<file path="src/gemm_ram.sv">
module gemm_ram #(
	parameter int WIDTH = 8,
	parameter int DEPTH = 64
) (
	input  logic                                        clk,
	input  logic                                        wr_en,
	input  logic [((DEPTH > 1) ? $clog2(DEPTH) : 1)-1:0] wr_addr,
	input  logic [WIDTH-1:0]                            wr_data,
	input  logic                                        rd_en,
	input  logic [((DEPTH > 1) ? $clog2(DEPTH) : 1)-1:0] rd_addr,
	output logic [WIDTH-1:0]                            rd_data
);

	logic [WIDTH-1:0] mem_q [DEPTH];

	always_ff @(posedge clk) begin
		if (wr_en) begin
			mem_q[wr_addr] <= wr_data;
		end
		if (rd_en) begin
			rd_data <= mem_q[rd_addr];
		end
	end

endmodule

</file>
<file path="config.mk">
export PLATFORM = sky130hd
export DESIGN_NAME = gemm_ram
export DESIGN_NICKNAME = d
export VERILOG_FILES = /design/src/gemm_ram.sv
export SDC_FILE = /design/constraint.sdc
export NUM_CORES = 1
export LEC_CHECK = 0
export BUFFER_PORTS_ARGS = -buffer_cell sky130_fd_sc_hd__buf_2
export CELL_PAD_IN_SITES_DETAIL_PLACEMENT = 2
export CELL_PAD_IN_SITES_GLOBAL_PLACEMENT = 2
export CORE_MARGIN = 3
export CORE_UTILIZATION = 50
export CTS_CLUSTER_SIZE = 24
export DETAILED_ROUTE_END_ITERATION = 8
export PLACE_DENSITY_LB_ADDON = 0.1
export REMOVE_ABC_BUFFERS = 1
export SYNTH_ARGS = -nofsm -noshare
export SYNTH_HDL_FRONTEND = slang
export SYNTH_SLANG_ARGS = --single-unit
</file>
<file path="constraint.sdc">
create_clock -name clk -period 2.55 [get_ports clk]
set_clock_uncertainty 0.1 [all_clocks]
set_input_delay 0.51 -clock clk [delete_from_list [all_inputs] [get_ports clk]]
set_output_delay 0.51 -clock clk [all_outputs]
set_load 0.02 [all_outputs]
</file>
==> impl_metrics.sql, run 1 <==
INSERT INTO impl_metrics (metric_group, metric, value, unit) VALUES
('clock_network', 'clock_sinks', '520', ''),
('routing', 'drt_pass1_iterations', '5', ''),
('routing', 'routedWlPerCell', '36.1', 'um'),
('synthesis', 'postSynthRegisterBits', '520', ''),
('clock_network', 'cts_made_buffers', '53', ''),
('floorplan', 'coreArea', '39800', 'um2'),
('grt', 'grt_util_all_layers', '0.290', ''),
('setup_path', 'cp_data_required_time', '2.80', 'ns'),
('clock_network', 'latest_clock_arrival_within_the_worst_skew_pair', '0.61', 'ns'),
('floorplan', 'dieWidth', '207', 'um'),
('floorplan', 'io-pin-count', '31', ''),
('routing', 'drc', '0', ''),
('clock_network', 'clockBufferDepth', '3', ''),
('clock_network', 'tritoncts_clock_tree', 'built', ''),
('synthesis', 'syn_avg_cell_area', '21.5', 'um2'),
('pwr', 'pd_cells', '767', 'nW/um2'),
('synthesis', 'synth-seq-area-share', '0.771', ''),
('grt', 'grt_remaining_overflow', '0', ''),
('clock_network', 'cts.htree.levels', '2', ''),
('layout', 'area_growth_syn_to_layout', '17.8', '%'),
('pwr', 'maximum_vdd_drop', '0.861', 'mV'),
('routing', 'postRouteAntennaNets', '0', ''),
('clock_network', 'post_cts_hold_buffer_count', '0', ''),
('hold_path', 'hold_path.class', 'input pin to flop', ''),
('setup_path', 'critPathCaptureType', 'flop', ''),
('hold_path', 'worstHoldStart', 'rd_en', ''),
('pwr', 'cellLeakagePower', '7.79', 'nW'),
('synthesis', 'post_synthesis_cells', '940', ''),
('grt', 'global_route_wire_length_before_repair', '89300', 'um'),
('floorplan', 'initial_core_util', '0.508', ''),
('clock_network', 'cts_setup_buffers', '0', ''),
('synthesis', 'synth_area', '20200', 'um2'),
('sta', 'postLayoutSetupSlackWorst', '0.112', 'ns'),
('sta', 'worst_slew_margin_rel', '0.0929', ''),
('sta', 'worst-slew-pin-transition', '1.36', 'ns'),
('pwr', 'post-layout-total-power', '18.3', 'mW'),
('setup_path', 'timing.critical_path.arrival', '2.69', 'ns'),
('hold_path', 'depth_of_the_worst_hold_timing_path', '1', ''),
('setup_path', 'worstReg2RegEnd', 'rd_data[6]', ''),
('routing', 'vias', '10700', ''),
('placement', 'preCtsSetupSlack', '-0.626', 'ns'),
('clock_network', 'ctsResizeCount', '0', ''),
('setup_path', 'crit_path_max_fanout', '19', ''),
('hold_path', 'hold_path_end', 'rd_data[3]', ''),
('routing', 'drtIter0Drc', '894', ''),
('grt', 'number_of_antenna_violations_at_the_first_check_in_global_routing', '1', ''),
('routing', 'routed_wl', '61200', 'um'),
('run_status', 'run_status', 'completed', ''),
('sta', 'max_freq', '410', 'MHz'),
('sta', 'timing.final.crit_share', '0.956', ''),
('setup_path', 'rrSetupSlack', '0.25', 'ns'),
('floorplan', 'die-height', '207', 'um'),
('routing', 'vias_per_cell', '6.29', ''),
('placement', 'io_buffers', '30', ''),
('placement', 'gp_congestion', '0.845', ''),
('sta', 'final-max-slew-violation-count', '0', ''),
('layout', 'post_route_cells_drive_above_1_share', '0.340', ''),
('run', 'max_cap_violations', '0', ''),
('setup_path', 'setup.worst_path.class', 'input pin to flop', ''),
('placement', 'detailedPlacementHpwl', '39000', 'um'),
('sta', 'timing.final.hold_violations', '0', ''),
('clock_network', 'cts_root_buffer', 'clkbuf_16', ''),
('grt', 'maximum_number_of_pins_on_one_net_before_global_route_repair', '65', ''),
('floorplan', 'die_area', '42900', 'um2'),
('setup_path', 'ff2ff_path_depth', '5', ''),
('layout', 'net_count_reported_at_finish', '1151', ''),
('grt', 'grt_pass1_vias', '11900', ''),
('synthesis', 'yosys_warnings', '0', ''),
('clock_network', 'clk_pin_slew_worst_paths', '0.07', 'ns'),
('sta', 'finalSetupViolations', '0', ''),
('sta', 'unrepaired_setup_endpoints_after_global_routing', 'no', ''),
('synthesis', 'yosys.cell_types.count', '39', ''),
('setup_path', 'critical_r2r_launch', 'mem_q[29][6]', ''),
('setup_path', 'critPathLaunchType', 'input pin', ''),
('floorplan', 'rows', '73', ''),
('sta', 'period_minus_slack', '2.44', 'ns');
per-layer routing:
layer  share of wire  track usage  up-vias
met5               0            0        -
met4           0.046        0.131        0
met3           0.065       0.0502      138
met2            0.50        0.471      462
met1            0.39        0.392     5750
li1                -            -     4314
worst max path at each step:
stage                  to  slack, ns  depth (start not counted)       start
2_1_floorplan  rd_data[4]       0.44                          5  rd_addr[0]
3_3_place_gp   rd_data[3]      -0.54                          7  rd_addr[0]
3_5_place_dp   rd_data[3]      -0.63                          7  rd_addr[0]
4_1_cts        rd_data[3]       0.09                          7  rd_addr[0]
5_1_grt        rd_data[7]       0.05                          8  rd_addr[0]
6_report       rd_data[7]       0.11                          8  rd_addr[0]
cell usage after synthesis:
cell	count	area share
o2bb2ai_1	3	0.0013
nor3_1	7	0.0017
o2111ai_1	3	0.0013
o221ai_1	8	0.0035
a221oi_1	6	0.0026
o21a_1	2	0.00074
a2111oi_0	2	0.00087
o21ai_0	2	0.00049
edfxtp_1	520	0.77
nand2_1	19	0.0035
o41ai_1	2	0.00087
nand4b_1	1	0.00043
clkbuf_1	17	0.0032
a211oi_1	4	0.0015
o32ai_1	2	0.00087
o22ai_1	8	0.0025
or3_1	1	0.00031
mux2_2	13	0.0072
buf_1	4	0.00074
a21oi_1	3	0.00074
buf_6	4	0.0022
nand3_1	13	0.0032
nor4_1	2	0.00062
nand4_1	2	0.00062
mux4_2	126	0.14
a31oi_1	1	0.00031
nand3b_1	3	0.0011
a22oi_1	3	0.0011
o21ai_1	2	0.00049
buf_2	11	0.0027
mux2i_1	23	0.011
buf_12	2	0.0020
o221a_2	2	0.0011
nand2b_1	7	0.0022
o311ai_1	1	0.00043
buf_4	13	0.0048
nor2_1	83	0.015
nor2b_1	14	0.0043
and2_1	1	0.00031
power breakdown:
group	internal, mW	total, mW	switching (mW)
Clock	4.42	7.70	3.27
Sequential	9.48	9.52	0.0368
Combinational	0.432	1.09	0.654
Total	14.3	18.3	3.96
cell families after synthesis:
| family | Yosys count | share of synthesized area |
|---|---|---|
| buffers and inverters | 51 | 0.0156 |
| AO/OA/AOI/OAI | 54 | 0.0206 |
| multiplexers | 162 | 0.159 |
| flip-flops | 520 | 0.771 |
| AND/OR/NAND/NOR | 153 | 0.0337 |
worst max-delay path, stage by stage:
cell and delay (ns):
clkbuf_8 0.29, buf_12 0.25, buf_4 0.21, mux4_2 0.56, o221ai_1 0.26, o21ai_0 0.28
o311ai_1 0.18, nand2_1 0.12
cells in the final DEF (no fill, tap or decap), drive strengths merged, types with 2 or more instances in the layout:
| master | instances |
|---|---|
| o32ai | 2 |
| a211oi | 4 |
| nand4 | 2 |
| mux4 | 126 |
| nor2 | 83 |
| a22oi | 3 |
| nand2 | 19 |
| bufinv | 5 |
| o41ai | 2 |
| buf | 183 |
| nor2b | 14 |
| nand2b | 7 |
| mux2 | 13 |
| o21a | 2 |
| a21oi | 3 |
| o221ai | 8 |
| nand3 | 13 |
| nand3b | 3 |
| clkinv | 23 |
| nor4 | 2 |
| a2111oi | 2 |
| clkbuf | 67 |
| o2bb2ai | 3 |
| nor3 | 7 |
| o21ai | 4 |
| mux2i | 23 |
| o2111ai | 3 |
| a221oi | 6 |
| o221a | 2 |
| edfxtp | 520 |
| o22ai | 8 |
registers in the layout (all words and copies together), names as in the netlist:
register,flops
mem_q,512
rd_data,8
stage by stage:
stage | TNS (ns) | instances | instance area (um2) | utilization | hold WS [ns]
after floorplan | 0 | 889 | 19900 | - | 0.509
after global placement | -2.24 | 1598 | 22200 | 0.556 | 0.775
after detailed placement | -3.01 | 1598 | 22200 | 0.556 | 0.793
after CTS | 0 | 1694 | 23800 | 0.599 | 0.138
after global routing | 0 | 1695 | 23800 | 0.599 | 0.155
final | 0 | 1695 | 23800 | 0.599 | 0.175
final cells by class:
class	count	area, um2
fillers	3225	16000
flip-flops and latches	520	15600
multi-input cells	369	4320
repair buffers	184	1570
clock buffers	66	1420
well taps	525	657
clock inverters	30	265
diodes	1	2.50
Note: power is estimated with default switching activity, not from simulation.
==> run 2: changes to the inputs <==
Settings changed: ABC_AREA set to 1, CORE_UTILIZATION 50 to 44, GPL_TIMING_DRIVEN set to 0.
==> impl_metrics.sql, run 2 <==
INSERT INTO impl_metrics (metric_group, metric, value, unit) VALUES
('run_status', 'run_status', 'complete, but fails checks', ''),
('run_status', 'violations', 'setup timing', ''),
('layout', 'area_growth_syn_to_layout', '11.3', '%'),
('grt', 'grt_pass1_vias', '15500', ''),
('hold_path', 'worstHoldStart', 'rd_en', ''),
('synthesis', 'yosys.cell_types.count', '15', ''),
('synthesis', 'post-synth-top-area-fraction', '0.729', ''),
('setup_path', 'worst_path_dominant_cell_family', 'simple AND/OR/NAND/NOR gates', ''),
('pwr', 'combPwrFrac', '0.067', ''),
('sta', 'max_freq', '369', 'MHz'),
('routing', 'routedWlPerCell', '27.6', 'um'),
('grt', 'global_route_wire_length_before_repair', '99400', 'um'),
('synthesis', 'postSynthRegisterBits', '520', ''),
('setup_path', 'cp_num_buf_inv', '2', ''),
('sta', 'timing.final.hold_violations', '0', ''),
('pwr', 'cellLeakagePower', '8.45', 'nW'),
('grt', 'grt_util_all_layers', '0.264', ''),
('pwr', 'clock_power_share', '0.419', ''),
('pwr', 'switching_share', '0.235', ''),
('clock_network', 'clk_pin_slew_worst_paths', '0.06', 'ns'),
('layout', 'layout.cells.most_common', 'nand2_1', ''),
('clock_network', 'cts.htree.levels', '2', ''),
('pwr', 'seq_power_share', '0.514', ''),
('synthesis', 'synthFlopType', 'edfxtp_1', ''),
('routing', 'vias_per_cell', '5.81', ''),
('synthesis', 'post_synthesis_cells', '1805', ''),
('sta', 'finalSetupViolations', '89', ''),
('placement', 'gp_congestion', '0.760', ''),
('setup_path', 'cp_data_required_time', '2.69', 'ns'),
('layout', 'layout_common_cells', 'nand2_1 (648), edfxtp_1 (520), nand3_1 (439), clkbuf_16 (59), nor2_2 (32)', ''),
('synthesis', 'synth_area', '21400', 'um2'),
('pwr', 'post-layout-total-power', '18.5', 'mW'),
('sta', 'worst_slew_margin_rel', '0.0681', ''),
('setup_path', 'worstReg2RegEnd', 'rd_data[1]', ''),
('layout', 'largest_register_ffs', '512', ''),
('synthesis', 'synth-seq-area-share', '0.729', ''),
('placement', 'dp_cells', '2350', ''),
('layout', 'biggest_regs', 'mem_q: 512 flops, rd_data: 8 flops', ''),
('clock_network', 'tritoncts_clock_tree', 'built', ''),
('clock_network', 'clockBufferDepth', '3', ''),
('grt', 'maximum_number_of_pins_on_one_net_before_global_route_repair', '114', ''),
('sta', 'timing.final.crit_share', '1.06', ''),
('setup_path', 'rrSetupSlack', '0.78', 'ns'),
('pwr', 'pd_cells', '775', 'nW/um2'),
('synthesis', 'synth-async-reset-ratio', '0', ''),
('floorplan', 'dieWidth', '227', 'um'),
('synthesis', 'synth_top_cell_by_area', 'edfxtp_1', ''),
('synthesis', 'syn_avg_cell_area', '11.9', 'um2'),
('setup_path', 'worstSetupStartpoint', 'wr_addr[1]', ''),
('pwr', 'maximum_vdd_drop', '0.625', 'mV'),
('floorplan', 'die_area', '51400', 'um2'),
('setup_path', 'critPathLaunchType', 'input pin', ''),
('clock_network', 'post_cts_hold_buffer_count', '0', ''),
('sta', 'period_minus_slack', '2.71', 'ns'),
('clock_network', 'latest_clock_arrival_within_the_worst_skew_pair', '0.62', 'ns'),
('placement', 'io_buffers', '30', ''),
('routing', 'drt_pass1_iterations', '5', ''),
('setup_path', 'worstPathCellList', 'buf_2 > inv_1 > nand4_1 > nor2_1', ''),
('synthesis', 'synth.top_cells.by_area', 'edfxtp_1 (73%), nand2_1 (11%), nand3_1 (10%), buf_6 (1.8%), nor2_1 (0.98%)', ''),
('setup_path', 'setup.worst_path.class', 'input pin to flop', ''),
('sta', 'worst-slew-pin-transition', '1.40', 'ns'),
('layout', 'finalNonFillerCells', '2465', ''),
('clock_network', 'cts_root_buffer', 'clkbuf_16', ''),
('sta', 'hold_ws', '0.190', 'ns'),
('floorplan', 'coreArea', '47900', 'um2'),
('layout', 'net_count_reported_at_finish', '1827', ''),
('synthesis', 'synth.most_common_cell', 'nand2_1', ''),
('placement', 'detailedPlacementHpwl', '36400', 'um'),
('routing', 'routed_wl', '68100', 'um'),
('routing', 'postRouteAntennaNets', '0', ''),
('layout', 'post_route_cells_drive_above_1_share', '0.0919', ''),
('hold_path', 'hold_path.class', 'input pin to flop', ''),
('clock_network', 'cts_made_buffers', '56', ''),
('sta', 'unrepaired_setup_endpoints_after_global_routing', 'yes', ''),
('floorplan', 'die-height', '227', 'um'),
('setup_path', 'timing.critical_path.arrival', '2.85', 'ns'),
('routing', 'drtIter0Drc', '1080', ''),
('setup_path', 'ff2ff_path_depth', '8', ''),
('floorplan', 'io-pin-count', '31', ''),
('sta', 'final-max-slew-violation-count', '0', ''),
('setup_path', 'critPathCaptureType', 'flop', ''),
('clock_network', 'clock_sinks', '520', ''),
('pwr', 'power_switching', '4.34', 'mW'),
('setup_path', 'worst_path_max_delay_cell', 'nor2_1', ''),
('grt', 'number_of_antenna_violations_at_the_first_check_in_global_routing', '1', ''),
('layout', 'postLayoutCoreUtil', '0.497', ''),
('routing', 'vias', '14300', ''),
('floorplan', 'rows', '80', ''),
('synthesis', 'yosys_warnings', '0', ''),
('floorplan', 'initial_core_util', '0.447', ''),
('setup_path', 'critical-path-max-stage-delay', '0.97', 'ns'),
('hold_path', 'hold_path_end', 'rd_data[1]', ''),
('run', 'max_cap_violations', '0', ''),
('layout', 'registers.top_by_ff_count', 'mem_q', ''),
('grt', 'grt_remaining_overflow', '0', ''),
('routing', 'drc', '0', ''),
('hold_path', 'depth_of_the_worst_hold_timing_path', '1', ''),
('sta', 'postLayoutSetupSlackWorst', '-0.158', 'ns'),
('setup_path', 'crit_path_max_fanout', '9', ''),
('synthesis', 'number_of_enable_flip_flop_cells_after_synthesis', '520', ''),
('synthesis', 'list_of_most_frequent_post_synthesis_cells', 'nand2_1 (648), edfxtp_1 (520), nand3_1 (439)', ''),
('setup_path', 'critical_r2r_launch', 'mem_q[51][1]', ''),
('pwr', 'internal_power', '14.2', 'mW');
==> run 2: cell count changes after synthesis, moves of 26 or more <==
| cell | delta |
|---|---|
| nor2_1 | -27 |
| buf_6 | +31 |
| buf_2 | +26 |
| nand2_1 | +629 |
| mux4_2 | -126 |
| nand3_1 | +426 |
==> run 2: power groups by stage <==
stage,Sequential (mW),Clock (mW),Combinational (mW)
2_1_floorplan,9.69,0,0.478
3_3_place_gp,9.68,0,1.13
3_5_place_dp,9.69,0,1.16
4_1_cts,9.51,7.85,1.22
5_1_grt,9.51,8.18,1.36
6_report,9.51,7.74,1.25
==> run 2: worst register-to-register path, cell delays in order (launching register included) <==
cell	delay [ns]
edfxtp_1	0.36
nand2_1	0.10
nand3_1	0.10
nand3_1	0.15
nand2_1	0.11
nand2_1	0.10
nand3_1	0.16
nand3_1	0.19
nand2_1	0.14
==> run 2: metal layers <==
layer	vias up	part of all wire	track usage
met5	-	0	0
met4	0	0.024	0.0760
met3	109	0.041	0.0410
met2	312	0.51	0.453
met1	7542	0.43	0.349
li1	6360	-	-
==> run 2: cell type report <==
type / instances / area [um2]
clock inverters: 28 / 199
well taps: 615 / 769
flip-flops and latches: 520 / 15600
multi-input cells: 1160 / 5080
fillers: 4635 / 24100
clock buffers: 75 / 1490
inverters: 12 / 82.6
repair inverters: 2 / 18.8
repair buffers: 52 / 592
diodes: 1 / 2.50
==> run 2: metrics by stage <==
stage | setup WS [ns] | TNS [ns] | instance area [um2]
final | -0.158 | -7.12 | 23800
after global routing | -0.198 | -14.92 | 23800
after CTS | -0.0941 | -6.06 | 23700
after detailed placement | -1.51 | -263.66 | 21800
after global placement | -6.60 | -270.85 | 21500
after floorplan | -0.717 | -5.67 | 20600
==> run 2: worst max-delay path by stage <==
stage                   endpoint  slack, ns  cells past startpoint
floorplan             rd_data[7]      -0.72                      8
global placement      rd_data[6]      -6.60                     10
detailed placement    rd_data[6]      -1.51                     12
CTS                  mem_q[2][2]      -0.09                      4
global route        mem_q[36][4]      -0.20                      4
finish              mem_q[36][0]      -0.16                      4
==> run 2: repair_timing <==
item / 4_1_cts / 5_1_grt
resized for setup: 18 / 21
setup endpoints to repair: 163 / 288
pin swaps: 0 / 3
cloned: 4 / 4
setup buffers: 0 / 3
==> run 2: kinds of logic (layout without fill, tap and decap cells) <==
kind of cell	count (synthesis)	count (layout)	share of synthesized area
simple gates	1160	1160	0.231
flops	520	520	0.729
buf+inv	125	169	0.0401
other cells	0	1	0
==> run 3: changes to the inputs <==
Settings changed: MAX_ROUTING_LAYER set to met4.
==> impl_metrics.sql, run 3 (synthesis results as in run 2) <==
INSERT INTO impl_metrics (metric_group, metric, value, unit) VALUES
('run_status', 'run_status', 'complete, but fails checks', ''),
('run_status', 'violations', 'setup timing', ''),
('floorplan', 'dieWidth', '227', 'um'),
('pwr', 'clock_power_share', '0.419', ''),
('setup_path', 'setup.worst_path.end', 'mem_q[42][3]', ''),
('pwr', 'seq_power_share', '0.514', ''),
('layout', 'registers.top_by_ff_count', 'mem_q', ''),
('setup_path', 'crit_path_max_fanout', '9', ''),
('sta', 'max_freq', '364', 'MHz'),
('layout', 'finish.instance_area', '23800', 'um2'),
('pwr', 'pd_cells', '776', 'nW/um2'),
('floorplan', 'coreArea', '47900', 'um2'),
('floorplan', 'io-pin-count', '31', ''),
('hold_path', 'depth_of_the_worst_hold_timing_path', '1', ''),
('routing', 'vias_per_cell', '5.77', ''),
('run', 'max_cap_violations', '0', ''),
('clock_network', 'clock_sinks', '520', ''),
('layout', 'biggest_regs', 'mem_q: 512 flops, rd_data: 8 flops', ''),
('layout', 'area_growth_syn_to_layout', '11.3', '%'),
('clock_network', 'cts_root_buffer', 'clkbuf_16', ''),
('setup_path', 'timing.critical_path.arrival', '2.88', 'ns'),
('grt', 'grt_pass1_vias', '15400', ''),
('clock_network', 'cts.htree.levels', '2', ''),
('pwr', 'cellLeakagePower', '8.44', 'nW'),
('clock_network', 'latest_clock_arrival_within_the_worst_skew_pair', '0.61', 'ns'),
('layout', 'net_count_reported_at_finish', '1827', ''),
('setup_path', 'setup.worst_path.class', 'input pin to flop', ''),
('pwr', 'power_switching', '4.34', 'mW'),
('hold_path', 'hold_path.class', 'input pin to flop', ''),
('placement', 'detailedPlacementHpwl', '36400', 'um'),
('setup_path', 'worstReg2RegEnd', 'rd_data[5]', ''),
('setup_path', 'cp_data_required_time', '2.68', 'ns'),
('floorplan', 'die-height', '227', 'um'),
('setup_path', 'timing.critical_path.depth', '4', ''),
('grt', 'number_of_antenna_violations_at_the_first_check_in_global_routing', '1', ''),
('clock_network', 'cts_made_buffers', '56', ''),
('setup_path', 'worstPathCellList', 'buf_2 > inv_1 > nand4_1 > nor2_1', ''),
('routing', 'vias', '14200', ''),
('grt', 'grt_util_all_layers', '0.271', ''),
('setup_path', 'worstSetupStartpoint', 'wr_addr[0]', ''),
('grt', 'maximum_number_of_pins_on_one_net_before_global_route_repair', '114', ''),
('sta', 'final-max-slew-violation-count', '0', ''),
('setup_path', 'ff2ff_path_depth', '8', ''),
('pwr', 'internal_power', '14.1', 'mW'),
('sta', 'postLayoutSetupSlackWorst', '-0.201', 'ns'),
('setup_path', 'rrSetupSlack', '0.80', 'ns'),
('layout', 'post_route_cells_drive_above_1_share', '0.0919', ''),
('sta', 'timing.final.crit_share', '1.08', ''),
('sta', 'hold_ws', '0.195', 'ns'),
('setup_path', 'critPathLaunchType', 'input pin', ''),
('routing', 'routed_wl', '67400', 'um'),
('grt', 'grt_remaining_overflow', '0', ''),
('sta', 'timing.final.hold_violations', '0', ''),
('clock_network', 'clockBufferDepth', '3', ''),
('setup_path', 'critPathCaptureType', 'flop', ''),
('layout', 'layout.cells.most_common', 'nand2_1', ''),
('pwr', 'combPwrFrac', '0.067', ''),
('clock_network', 'post_cts_hold_buffer_count', '0', ''),
('setup_path', 'worst_path_dominant_cell_family', 'simple AND/OR/NAND/NOR gates', ''),
('routing', 'postRouteAntennaNets', '0', ''),
('sta', 'period_minus_slack', '2.75', 'ns'),
('pwr', 'switching_share', '0.235', ''),
('routing', 'drtIter0Drc', '1236', ''),
('sta', 'fin_setup_tns', '-8.69', 'ns'),
('placement', 'placed_cell_area', '21800', 'um2'),
('layout', 'postLayoutCoreUtil', '0.497', ''),
('pwr', 'maximum_vdd_drop', '0.626', 'mV'),
('grt', 'global_route_wire_length_before_repair', '99400', 'um'),
('setup_path', 'worst_path_max_delay_cell', 'nor2_1', ''),
('sta', 'unrepaired_setup_endpoints_after_global_routing', 'yes', ''),
('setup_path', 'critical_r2r_launch', 'mem_q[50][5]', ''),
('routing', 'drc', '0', ''),
('pwr', 'post-layout-total-power', '18.5', 'mW'),
('placement', 'io_buffers', '30', ''),
('routing', 'drt_pass1_iterations', '5', ''),
('placement', 'gp_congestion', '0.770', ''),
('clock_network', 'clk_pin_slew_worst_paths', '0.06', 'ns'),
('routing', 'routedWlPerCell', '27.3', 'um'),
('sta', 'worst-slew-pin-transition', '1.42', 'ns'),
('setup_path', 'critical-path-max-stage-delay', '1.00', 'ns'),
('floorplan', 'rows', '80', ''),
('sta', 'finalSetupViolations', '106', ''),
('layout', 'layout_common_cells', 'nand2_1 (648), edfxtp_1 (520), nand3_1 (439), clkbuf_16 (58), nor2_2 (32)', ''),
('sta', 'worst_slew_margin_rel', '0.0550', ''),
('floorplan', 'initial_core_util', '0.447', ''),
('setup_path', 'cp_num_buf_inv', '2', ''),
('floorplan', 'die_area', '51400', 'um2'),
('clock_network', 'tritoncts_clock_tree', 'built', ''),
('layout', 'largest_register_ffs', '512', '');
## run 3: through the flow
stage	std cells	setup slack [ns]
floorplan	1692	-0.717
global placement	2337	-6.60
detailed placement	2350	-1.51
CTS	2457	-0.0941
global route	2465	-0.183
finish	2465	-0.201
## run 3: power by group through the flow
stage                     Sequential, mW  Combinational, mW  Clock (mW)
after floorplan                     9.69              0.478           0
after global placement              9.68               1.13           0
after detailed placement            9.69               1.16           0
after CTS                           9.51               1.22        7.85
after global routing                9.51               1.36        8.18
final                               9.51               1.24        7.74
## run 3: metal layers
metal  up-vias  global-route usage  wire length [um]  part of all wire
met5         -                   -                 0                 0
met4         0              0.0754              1700             0.025
met3       112              0.0407              2820             0.042
met2       311               0.454             33900              0.50
met1      7431               0.348             29000              0.43
li1       6363                   -                 -                 -
## run 3: cell type report
cell class | count | area, um2
Sequential cell | 520 | 15600
Tap cell | 615 | 769
Timing Repair Buffer | 52 | 574
Clock buffer | 75 | 1490
Timing Repair inverter | 2 | 18.8
Antenna cell | 1 | 2.50
Clock inverter | 28 | 199
Inverter | 12 | 82.6
Multi-Input combinational cell | 1160 | 5080
Fill cell | 4644 | 24100
## run 3: what timing repair did
| item | in CTS | in global routing |
|---|---|---|
| gates cloned | 4 | 3 |
| buffers inserted | 0 | 4 |
| pin swaps | 0 | 4 |
| gates resized for setup | 18 | 21 |
| setup endpoints to repair | 163 | 288 |
## run 3: worst min-delay path by stage
stage / start / end / slack [ns]
6_report: rd_en / rd_data[1] / 0.20
5_1_grt: rd_en / rd_data[1] / 0.17
3_5_place_dp: rd_en / rd_data[5] / 0.81
3_3_place_gp: rd_en / rd_data[5] / 0.80
2_1_floorplan: wr_data[0] / mem_q[0][0] / 0.51
4_1_cts: rd_en / rd_data[1] / 0.16
